<file path="src/rtl/core/mapf_pkg.sv">
// ----------------------------------------------------------------------------
// mapf_pkg
// Widths, control types and sequencer states of the moving average unit.
// ----------------------------------------------------------------------------
`default_nettype none

package mapf_pkg;

  // Window length (number of samples averaged once the ring has filled)
  localparam int WINDOW   = 10;

  localparam int SAMPLE_W = 16;
  localparam int FRAC_W   = 8;
  localparam int AVG_W    = 24;
  localparam int PTR_W    = $clog2(WINDOW);
  localparam int CNT_W    = $clog2(WINDOW + 1);
  // Exact sum of WINDOW samples never overflows this
  localparam int TOTAL_W  = SAMPLE_W + $clog2(WINDOW);
  // |total| * 2^FRAC_W
  localparam int MAG_W    = TOTAL_W + FRAC_W;
  // floor(2^MAG_W / count), count = 1 needs one extra bit
  localparam int RECIP_W  = MAG_W + 1;

  // Sequencer steps for one item
  typedef enum logic [2:0] {
    ST_IDLE,
    ST_UPD,
    ST_ABS,
    ST_MUL,
    ST_FIX,
    ST_OUT
  } state_t;

  // Ring store controls
  typedef struct packed {
    logic rd;
    logic upd;
  } ring_ctrl_t;

  // Divider controls
  typedef struct packed {
    logic abs_en;
    logic mul_en;
    logic fix_en;
  } div_ctrl_t;

endpackage

`default_nettype wire

</file>
<file path="src/rtl/core/mapf_ring.sv">
// ----------------------------------------------------------------------------
// mapf_ring
// Sample ring in a synchronous memory with write pointer, fill flag and
// running total. Read in one step, modified and written back in the next.
// ----------------------------------------------------------------------------
`default_nettype none

module mapf_ring (
  input  wire                                 clk,
  input  wire                                 rst,
  input  mapf_pkg::ring_ctrl_t                ctrl,
  input  wire logic signed [mapf_pkg::SAMPLE_W-1:0] sample,
  output logic signed [mapf_pkg::TOTAL_W-1:0] total,
  output logic [mapf_pkg::CNT_W-1:0]          count
);
  import mapf_pkg::*;

  logic signed [SAMPLE_W-1:0] ring_mem [WINDOW];
  logic signed [SAMPLE_W-1:0] rd_data;
  logic signed [SAMPLE_W-1:0] sample_q;
  logic [PTR_W-1:0]           wr_ptr;
  logic [PTR_W-1:0]           ptr_next;
  logic                       filled;
  logic                       wrap;
  logic signed [TOTAL_W-1:0]  old_ext;
  logic signed [TOTAL_W-1:0]  total_next;

  // Memory: read the slot about to be overwritten, write it back next step
  always_ff @(posedge clk) begin
    if (ctrl.rd) begin
      rd_data  <= ring_mem[wr_ptr];
      sample_q <= sample;
    end
    if (ctrl.upd) begin
      ring_mem[wr_ptr] <= sample_q;
    end
  end

  // Pointer advance and total update; slot reads as zero on the first pass
  always_comb begin
    wrap       = (wr_ptr == PTR_W'(WINDOW - 1));
    ptr_next   = wrap ? '0 : wr_ptr + 1'b1;
    old_ext    = filled ? TOTAL_W'(rd_data) : '0;
    total_next = total - old_ext + TOTAL_W'(sample_q);
  end

  always_ff @(posedge clk) begin
    if (rst) begin
      wr_ptr <= '0;
      filled <= 1'b0;
      total  <= '0;
      count  <= '0;
    end else if (ctrl.upd) begin
      wr_ptr <= ptr_next;
      filled <= filled | wrap;
      total  <= total_next;
      count  <= (filled | wrap) ? CNT_W'(WINDOW) : CNT_W'(ptr_next);
    end
  end

endmodule

`default_nettype wire

</file>
<file path="config.mk">
export PLATFORM = sky130hd
export DESIGN_NAME = mapf_ring
export DESIGN_NICKNAME = d
export VERILOG_FILES = /design/src/rtl/core/mapf_pkg.sv /design/src/rtl/core/mapf_ring.sv
export SDC_FILE = /design/constraint.sdc
export NUM_CORES = 1
export LEC_CHECK = 0
export BUFFER_PORTS_ARGS = -buffer_cell sky130_fd_sc_hd__buf_2
export CORE_MARGIN = 2
export CORE_UTILIZATION = 40
export DETAILED_ROUTE_END_ITERATION = 8
export PLACE_DENSITY = 0.7
export SYNTH_ARGS = -nofsm -noshare
export SYNTH_HDL_FRONTEND = slang
export SYNTH_SLANG_ARGS = --single-unit
</file>
<file path="constraint.sdc">
create_clock -name clk -period 3.15 [get_ports clk]
set_input_delay 0.315 -clock clk [delete_from_list [all_inputs] [get_ports clk]]
set_output_delay 0.315 -clock clk [all_outputs]
set_load 0.01 [all_outputs]
</file>
=== After elaboration in Yosys (flattened, before gate mapping) ===
Memory sizes are Yosys's and may differ from the RTL's. A register that Yosys moved wholly into a read port is not among the register bits.
Cells that the tools add are included.

* Add/sub/neg operators: 3
* $mul: 0
* Divide/modulo/power cells: 0
* Magnitude comparators: 0
* Equality and inequality tests: 1
* Shift-type cells: 0
* Mux-type cells: 5
* Bitwise logic cells: 1
* Reduce and logical (&&, ||, !) cells: 0

{| class="wikitable"
|+ Operators by type and width
! operator !! number
|-
| $add 20x16->20 || 1
|-
| $mux 20 || 1
|-
| $sub 20x20->20 || 1
|-
| $mux 4 || 2
|-
| $add 4x1->4 const B || 1
|-
| $eq 4x4->1 const B || 1
|-
| $mux 1 || 2
|-
| $or 1x1->1 || 1
|}

* Register bits: 45
* Latch bits: 0
* Memory bits (writable): 160
* Memory bits (read-only): 0
* Input bits: 20
* Output and inout bits: 24
* Logic and storage cells: 16
* Memories: 1

{| class="wikitable"
|+ Memories
! name !! words !! width !! rd ports !! clocked after Yosys merged registers in !! write ports !! RTL line !! text
|-
| ring_mem || 10 || 16 || 1 || 1 || 1 || mapf_ring.sv:18 || <nowiki>logic signed [SAMPLE_W-1:0] ring_mem [WINDOW];</nowiki>
|}

=== Logic depth before layout (Yosys ltp) ===
Gate-level depths: netlist of the first run.

* Depth in word-level cells: 3
* Gate-level depth with buffers: 12
* Gate-level depth less buffers: 11

=== Worst setup path after synthesis of the first run ===
Ideal clock, no wire load.

* Kind: reg2reg
* From: register wr_ptr[1]
* To: memory ring_mem[0][0], enable pin
* Library setup time: 0.430 ns
* Arrival: 2.568 ns
* Required time: 2.720 ns
* Path slack: 0.152 ns
* Stages on the path, launching flop included: 5
* Buffers on the path: 3
* Clock period less this slack: 2.998 ns
* Path through: dfxtp_1 > buf_2 > buf_1 > clkbuf_1 > nor4_1

{| class="wikitable"
|+ RTL lines
! element !! RTL line !! text
|-
| from (decl) || mapf_ring.sv:21 || <nowiki>logic [PTR_W-1:0] wr_ptr;</nowiki>
|-
| from (signal assigned) || mapf_ring.sv:54 || <nowiki>wr_ptr <= ptr_next;</nowiki>
|-
| to (decl) || mapf_ring.sv:18 ||
|}

No word-level cell before the write port.

=== Worst setup path in the final report of the first run ===
* From: register sample_q[5]
* To: register total[15] in the netlist's numbering

* Cells in the longest elaborated chain, start to end: 1

{| class="wikitable"
|+ RTL lines
! element !! RTL line !! text
|-
| from (decl) || mapf_ring.sv:20 || <nowiki>logic signed [SAMPLE_W-1:0] sample_q;</nowiki>
|-
| from (signal assigned) || mapf_ring.sv:32 || <nowiki>sample_q <= sample;</nowiki>
|-
| $add 20x16->20 || mapf_ring.sv:44 || <nowiki>total_next = total - old_ext + TOTAL_W'(sample_q);</nowiki>
|-
| to (signal assigned) || mapf_ring.sv:56 || <nowiki>total <= total_next;</nowiki>
|-
| to (decl) || mapf_ring.sv:13 || <nowiki>output logic signed [mapf_pkg::TOTAL_W-1:0] total,</nowiki>
|}

Every way passes these cells.
A chain may end at the register's enable or synchronous reset.

==> results.md, run 1 <==
- Status: finished, final reports clean
- Final setup margin: 0.131 ns
- Worst Path Required: 3.55 ns
- Crit start category: flip-flop
- Synth area leader: edfxtp_1
- Top-count cell post-synth: edfxtp_1
- Place WS: 0.0837 ns
- Count of state elements after synthesis: 221
- Overflow after GRT: 0
- WL final: 21,200 microns
- Worst EP arrival: 3.42 ns
- Core area: 25,000 sq um
- Layout cells sized above 1: 22.2%
- Max_slew headroom: 42.6%
- Largest net degree at the start of global routing: 46
- Post-detail-place hpwl: 13,900 microns
- Synth top cells by count: edfxtp_1, inv_1, a21oi_1, mux4_2, nand2_1
- Die H: 163 microns
- GP Congestion: 0.845
- Sequential Power Share: 40.6%
- Slew @ Worst Pin: 0.861 ns
- DIE AREA: 26,500 sq um
- CTS root buf: clkbuf_16
- Switching share of power: 29.4%
- Lkg Pwr: 4.40 nW
- R2R Path End: total[15]$_SDFFE_PP0P_
- Clock latency on the worst-skew pair: 0.51 ns
- Mapped Cells: 711
- Hold WS: 0.259 ns
- Worst Min Path Start: ctrl[0]
- Initial DRC Count: 451
- Pwr Density: 723 nW/um^2
- Clk slew on worst S/H paths: 0.07 ns
- Yosys Warn Count: 0
- CP max FO: 11
- DR vias: 5,978
- Register area share after synthesis: 63.0%
- DR WL/cell: 18.3 microns
- Final net count: 866
- Max cap viols: 0
- Period utilisation layout: 95.8%
- GRT Resource Usage Total: 16.2%
- Setup violations, final: 0
- Setup tns final: 0 ns
- Deepest clock path buffer count: 3
- Final max-slew violation count: 0
- Area delta synth->final: 19.1%
- Worst r2r path cells: 10
- Clock skew: 0.00952 ns
- Top_reg_cell synth: edfxtp_1
- Pre-antenna DRT Iters: 4
- Min Clock Period, post-route: 3.02 ns
- Max frequency: 331 MHz
- Asr flop ratio synth: 0%
- Top-area cell type share of the netlist area: 57.2%
- Global-route wire length before repair: 33,100 microns
- Reg-to-Reg Start: sample_q[5]$_DFFE_PP_
- TritonCTS buffer count: 24
- WHS Path Cells: 2
- Final Hold Fails: 0
- Internal power: 6.12 mW
- DRC: 0
- Reg2reg setup slack: 0.13 ns
- Top post-synthesis cells by area: edfxtp_1, mux4_2, dfxtp_1, fa_1, inv_1
- Yosys cell types: 60
- I/O pin count: 44
- Via density: 5.18
- CP Class: reg2reg
- Hold crit path type: in2reg
- Mapped Area: 10,100 sq um
- Gate power share: 25.7%
- Syn Nets: 770
- Die W: 163 microns
- DRT antenna net count: 0
- TritonCTS clock tree: built
- Clock sink count: 221
- Sink of the worst hold path: total[10]$_SDFFE_PP0P_
- Mapped Avg Cell Area: 14.2 sq um
- P_sw: 2.55 mW
- Vias in the first global route: 6,001
- Initial Util: 40.3%
- # fillers: 2,180
- Clock network fraction of total power: 33.7%
- Port-buffer cells: 43
- Post-synth EDFFs: 192
- CTS H-Tree Depth: 1
- Antenna cell count: 0
- Total Power: 8.67 mW
- CP Capture Type: flip-flop
- Row count: 58
- Max IR drop VDD: 0.000362 V
- Initial antenna violation count: 0
-- cell usage in the layout (no fill, tap or decap), types with 3 or more instances in the layout --
| cell type | synthesis | final |
|---|---|---|
| a31oi_1 | 5 | 5 |
| nand2b_1 | 4 | 4 |
| o21ai_0 | 14 | 14 |
| fa_1 | 19 | 19 |
| o311ai_0 | 5 | 5 |
| a211oi_1 | 22 | 22 |
| xor2_1 | 4 | 4 |
| buf_2 | 10 | 43 |
| a21oi_2 | 1 | 4 |
| o211ai_1 | 3 | 3 |
| clkbuf_16 | 0 | 25 |
| nand2_1 | 31 | 30 |
| ha_1 | 20 | 20 |
| o21ai_1 | 3 | 3 |
| nand4_1 | 4 | 4 |
| bufinv_16 | 0 | 4 |
| mux4_2 | 32 | 32 |
| a21oi_1 | 38 | 35 |
| clkinv_1 | 1 | 3 |
| dfxtp_1 | 29 | 27 |
| dlygate4sd3_1 | 0 | 16 |
| nor3_1 | 22 | 16 |
| nor3_2 | 0 | 6 |
| nor2_1 | 27 | 27 |
| buf_4 | 2 | 46 |
| a21o_1 | 4 | 4 |
| mux2i_1 | 26 | 26 |
| inv_1 | 77 | 77 |
| xnor2_1 | 7 | 7 |
| nand3_1 | 9 | 9 |
| clkbuf_1 | 22 | 6 |
| or4_1 | 3 | 3 |
| edfxtp_1 | 192 | 192 |
| and2_1 | 16 | 16 |
| nor2b_1 | 17 | 17 |
-- sequential cells by signal, indices dropped and copies added (netlist names) --
name and flops:
count 4, filled 1, rd_data 16, ring_mem 160
sample_q 16, total 20, wr_ptr 4
-- power groups by stage --
stage	clock [mW]	sequential (mW)	combinational (mW)
2_1_floorplan	0	3.56	1.56
3_3_place_gp	0	3.59	2.09
3_5_place_dp	0	3.59	2.13
4_1_cts	2.99	3.53	2.16
5_1_grt	3.09	3.55	2.49
6_report	2.93	3.52	2.22
-- how the worst max path moves through the flow --
stage	start	endpoint	slack, ns
3_5_place_dp	sample_q[1]$_DFFE_PP_	total[18]$_SDFFE_PP0P_	0.08
3_3_place_gp	sample_q[1]$_DFFE_PP_	total[18]$_SDFFE_PP0P_	0.17
5_1_grt	sample_q[1]$_DFFE_PP_	total[17]$_SDFFE_PP0P_	-0.01
2_1_floorplan	wr_ptr[1]$_SDFFE_PP0P_	ring_mem[0][0]$_DFFE_PP_	0.15
4_1_cts	sample_q[1]$_DFFE_PP_	total[18]$_SDFFE_PP0P_	0.07
6_report	sample_q[5]$_DFFE_PP_	total[15]$_SDFFE_PP0P_	0.13
-- kinds of logic (layout without fill, tap and decap cells) --
logic type / count (synthesis) / count (layout) / share of synthesized area (%)
adders and majority gates: 39 / 39 / 6.26
xor gates and xnor gates: 11 / 11 / 0.957
buffers and inverters: 115 / 229 / 4.48
AOI/OAI and AO/OA: 114 / 114 / 7.53
and+or+nand+nor: 153 / 153 / 8.01
DFF: 221 / 221 / 63.0
muxes: 58 / 58 / 9.74
-- area by class of cell --
class | instances | area (sq um) | share of cell area, %
flip-flops and latches | 221 | 6350 | 53.0
multi-input cells | 375 | 3330 | 27.8
repair buffers | 107 | 761 | 6.34
clock buffers | 33 | 676 | 5.64
well taps | 330 | 413 | 3.44
inverters | 78 | 293 | 2.44
clock inverters | 11 | 163 | 1.36
-- stage by stage --
step | cell area [sq um] | utilization [%] | instances
final | 12000 | 48.0 | 1155
after detailed placement | 10900 | 43.6 | 1082
after CTS | 11900 | 47.6 | 1142
after global routing | 12000 | 48.0 | 1155
after global placement | 10900 | 43.6 | 1082
after floorplan | 10100 | - | 711
-- critical path, cell delays in order, from the launching register on --
cell      delay, ns
edfxtp_1       0.55
inv_1          0.18
fa_1           0.53
inv_1          0.04
ha_1           0.26
a21oi_1        0.16
o211ai_1       0.17
a211oi_2       0.30
a21boi_1       0.13
or3_1          0.35
a32o_1         0.24
-- metal layers --
| layer | vias up | share of wire (%) | routed length (microns) | global-route usage [%] |
|---|---|---|---|---|
| met2 | 117 | 47 | 9990 | 26.9 |
| met1 | 3002 | 47 | 9940 | 22.7 |
| li1 | 2830 | - | - | - |
| met4 | 0 | 1.8 | 379 | 4.06 |
| met5 | - | 0 | 0 | 0 |
| met3 | 29 | 4.0 | 843 | 2.14 |
-- timing repair --
item | in CTS | in global routing
endpoints found under the setup margin | 0 | 11
hold buffers | 16 | 0
buffers inserted | 0 | 13
hold endpoints to repair | 16 | 0
gates resized for setup | 0 | 5
No activity file was read; power rests on OpenSTA's default activity.
==> run 2: changes to the inputs <==
Settings changed: CELL_PAD_IN_SITES_DETAIL_PLACEMENT set to 0, CELL_PAD_IN_SITES_GLOBAL_PLACEMENT set to 1, PLACE_DENSITY 0.7 to 0.79.
==> run 2 against run 1 <==
Against the previous run:
- power shrank 2.7%
- critical endpoint is now total[17]$_SDFFE_PP0P_
- non-clock buffer count grew 10
- wire length grew 3.7%
- core utilization grew 0.075 points
- largest power group unchanged
- sequential power is essentially flat
- fmax shrank 0.17%
- hold slack gained 0.0047 ns
- critical path depth is the same
- clock skew grew 0.0055 ns
- sequential cell count is the same
==> results.md, run 2 (same netlist as run 1, synthesis figures left out) <==
- Status: finished, final reports clean (unchanged)
- WL final: 21,900 microns (was 21,200 microns)
- Die H: 163 microns (unchanged)
- Final Hold Fails: 0 (unchanged)
- Top Usage Layer GRT: met2 (unchanged)
- P_sw: 2.63 mW (was 2.55 mW)
- GRT met1 Usage: 23.8% (was 22.7%)
- Max cap viols: 0 (unchanged)
- Post-detail-place hpwl: 13,900 microns (about the same)
- Regs by FF count: ring_mem (160), total (20) (unchanged)
- Clock skew: 0.0151 ns (was 0.00952 ns)
- Lkg Pwr: 4.38 nW (was 4.40 nW)
- # fillers: 2,183 (was 2,180)
- Max IR drop VDD: 0.000502 V (was 0.000362 V)
- Switching share of power: 31.2% (was 29.4%)
- Sequential Power Share: 41.5% (was 40.6%)
- Port-buffer cells: 43 (unchanged)
- Total Power: 8.44 mW (was 8.67 mW)
- Most frequent cells in the layout: edfxtp_1, inv_1, buf_4, buf_2, a21oi_1 (unchanged)
- Gate power share: 28.3% (was 25.7%)
- GRT Resource Usage Total: 16.7% (was 16.2%)
- Design area: 12,000 sq um (about the same)
- Area post-placement: 10,900 sq um (about the same)
- Initial Util: 40.3% (unchanged)
- Met3 usage in global routing: 2.47% (was 2.14%)
- Initial antenna violation count: 0 (unchanged)
- Min Clock Period, post-route: 3.02 ns (about the same)
- Initial DRC Count: 498 (was 451)
- CP Capture Type: flip-flop (unchanged)
- Max FFs per register: 160 (unchanged)
- DRC: 0 (unchanged)
- TritonCTS buffer count: 24 (unchanged)
- Largest net degree at the start of global routing: 46 (unchanged)
- Clock network fraction of total power: 30.1% (was 33.7%)
- Global-route wire length before repair: 33,800 microns (was 33,100 microns)
- Slew @ Worst Pin: 0.892 ns (was 0.861 ns)
- DRT antenna net count: 0 (unchanged)
- Overflow after GRT: 0 (unchanged)
- DR vias: 6,060 (was 5,978)
- Max_slew headroom: 40.6% (was 42.6%)
- Pre-antenna DRT Iters: 5 (was 4)
- Internal power: 5.81 mW (was 6.12 mW)
- Area of the multi-input gates: 3380 sq um (was 3330 sq um)
- CP max FO: 7 (was 11)
- Row count: 58 (unchanged)
- CTS H-Tree Depth: 1 (unchanged)
- Die W: 163 microns (unchanged)
- Commonest non-fill, non-tap cell in the layout: edfxtp_1 (unchanged)
- Clock sink count: 221 (unchanged)
- Met2 Resource Use GR: 27.4% (was 26.9%)
- Clk slew on worst S/H paths: 0.06 ns (was 0.07 ns)
- Final max-slew violation count: 0 (unchanged)
- Setup violations, final: 0 (unchanged)
- Final net count: 876 (was 866)
- Antenna cell count: 0 (unchanged)
- I/O pin count: 44 (unchanged)
- Cell total after placement: 1,081 (was 1,082)
- CP Class: reg2reg (unchanged)
- DIE AREA: 26,500 sq um (unchanged)
- Vias in the first global route: 5,905 (was 6,001)
- Layout cells sized above 1: 23.3% (was 22.2%)
- Period utilisation layout: 96.0% (was 95.8%)
- FF+latch area: 6350 sq um (about the same)
- Pwr Density: 703 nW/um^2 (was 723 nW/um^2)
- CTS root buf: clkbuf_16 (unchanged)
- GP Congestion: 0.836 (was 0.845)
- Area delta synth->final: 19.2% (was 19.1%)
- Max frequency: 331 MHz (about the same)
- Fin cells: 1,163 (was 1,155)
- Clock latency on the worst-skew pair: 0.53 ns (was 0.51 ns)
- Worst Path Required: 3.58 ns (was 3.55 ns)
- Reg with most FFs: ring_mem (unchanged)
- Core area: 25,000 sq um (unchanged)
- DR WL/cell: 18.9 microns (was 18.3 microns)
- Hold crit path type: in2reg (unchanged)
- Worst EP arrival: 3.46 ns (was 3.42 ns)
- Via density: 5.21 (was 5.18)
- TritonCTS clock tree: built (unchanged)
- Crit start category: flip-flop (unchanged)
- Deepest clock path buffer count: 3 (unchanged)
- Final Core Density: 48.1% (was 48.0%)
[run 2: changes by cell type in the layout (fill, tap and decap cells not counted), sizes merged]
cell	delta
buf	+9
bufinv	-4
clkinv	+1
clkinvlp	+1
inv	+1
[run 2: metal layers]
| layer | vias to the layer above | wire length [microns] |
|---|---|---|
| met4 | 0 | 365 |
| met1 | 3021 | 10000 |
| li1 | 2871 | - |
| met5 | - | 0 |
| met3 | 28 | 924 |
| met2 | 140 | 10600 |
[run 2: area by class of cell]
| cell class | instances | area share (%) |
|---|---|---|
| Sequential cell | 221 | 52.9 |
| Clock buffer | 32 | 5.25 |
| Multi-Input combinational cell | 375 | 28.1 |
| Inverter | 78 | 2.44 |
| Tap cell | 330 | 3.44 |
| Clock inverter | 10 | 0.698 |
| Timing Repair Buffer | 117 | 7.15 |
[run 2: final timing paths]
path,slack [ns],to,startpoint,cells after the start
worst min register to register,0.48,count[3]$_SDFFE_PP0P_,count[3]$_SDFFE_PP0P_,2
worst min-delay path,0.26,count[3]$_SDFFE_PP0P_,ctrl[0],3
worst max-delay path,0.13,total[17]$_SDFFE_PP0P_,sample_q[4]$_DFFE_PP_,10
worst max register to register,0.13,total[17]$_SDFFE_PP0P_,sample_q[4]$_DFFE_PP_,10
[run 2: what timing repair did]
action	4_1_cts	5_1_grt
endpoints found under the setup margin	1	11
pin swaps	0	3
hold endpoints to repair	16	0
buffers inserted	1	23
gates resized for setup	0	16
hold buffers	16	0
[run 2: through the flow]
| stage | setup WS (ns) | TNS, ns | hold WS, ns |
|---|---|---|---|
| finish | 0.126 | 0 | 0.263 |
| global route | -0.0171 | -0.0224 | 0.275 |
| CTS | 0.00814 | 0 | 0.260 |
| detailed placement | 0.0220 | 0 | 0.482 |
| global placement | 0.111 | 0 | 0.471 |
| floorplan | 0.152 | 0 | 0.414 |
[run 2: critical path: stages (launching register included)]
cell	delay (ns)
edfxtp_1	0.48
inv_1	0.15
fa_1	0.52
inv_1	0.04
ha_1	0.38
a21oi_4	0.20
o211ai_4	0.13
a41o_1	0.26
and3b_1	0.19
or4_1	0.47
o311ai_1	0.08
[run 2: power by group through the flow]
stage | clock [mW] | sequential (mW) | combinational (mW)
after floorplan | 0 | 3.56 | 1.56
after global placement | 0 | 3.57 | 2.16
after detailed placement | 0 | 3.58 | 2.18
after CTS | 2.61 | 3.52 | 2.22
after global routing | 2.71 | 3.53 | 2.68
final | 2.54 | 3.51 | 2.39
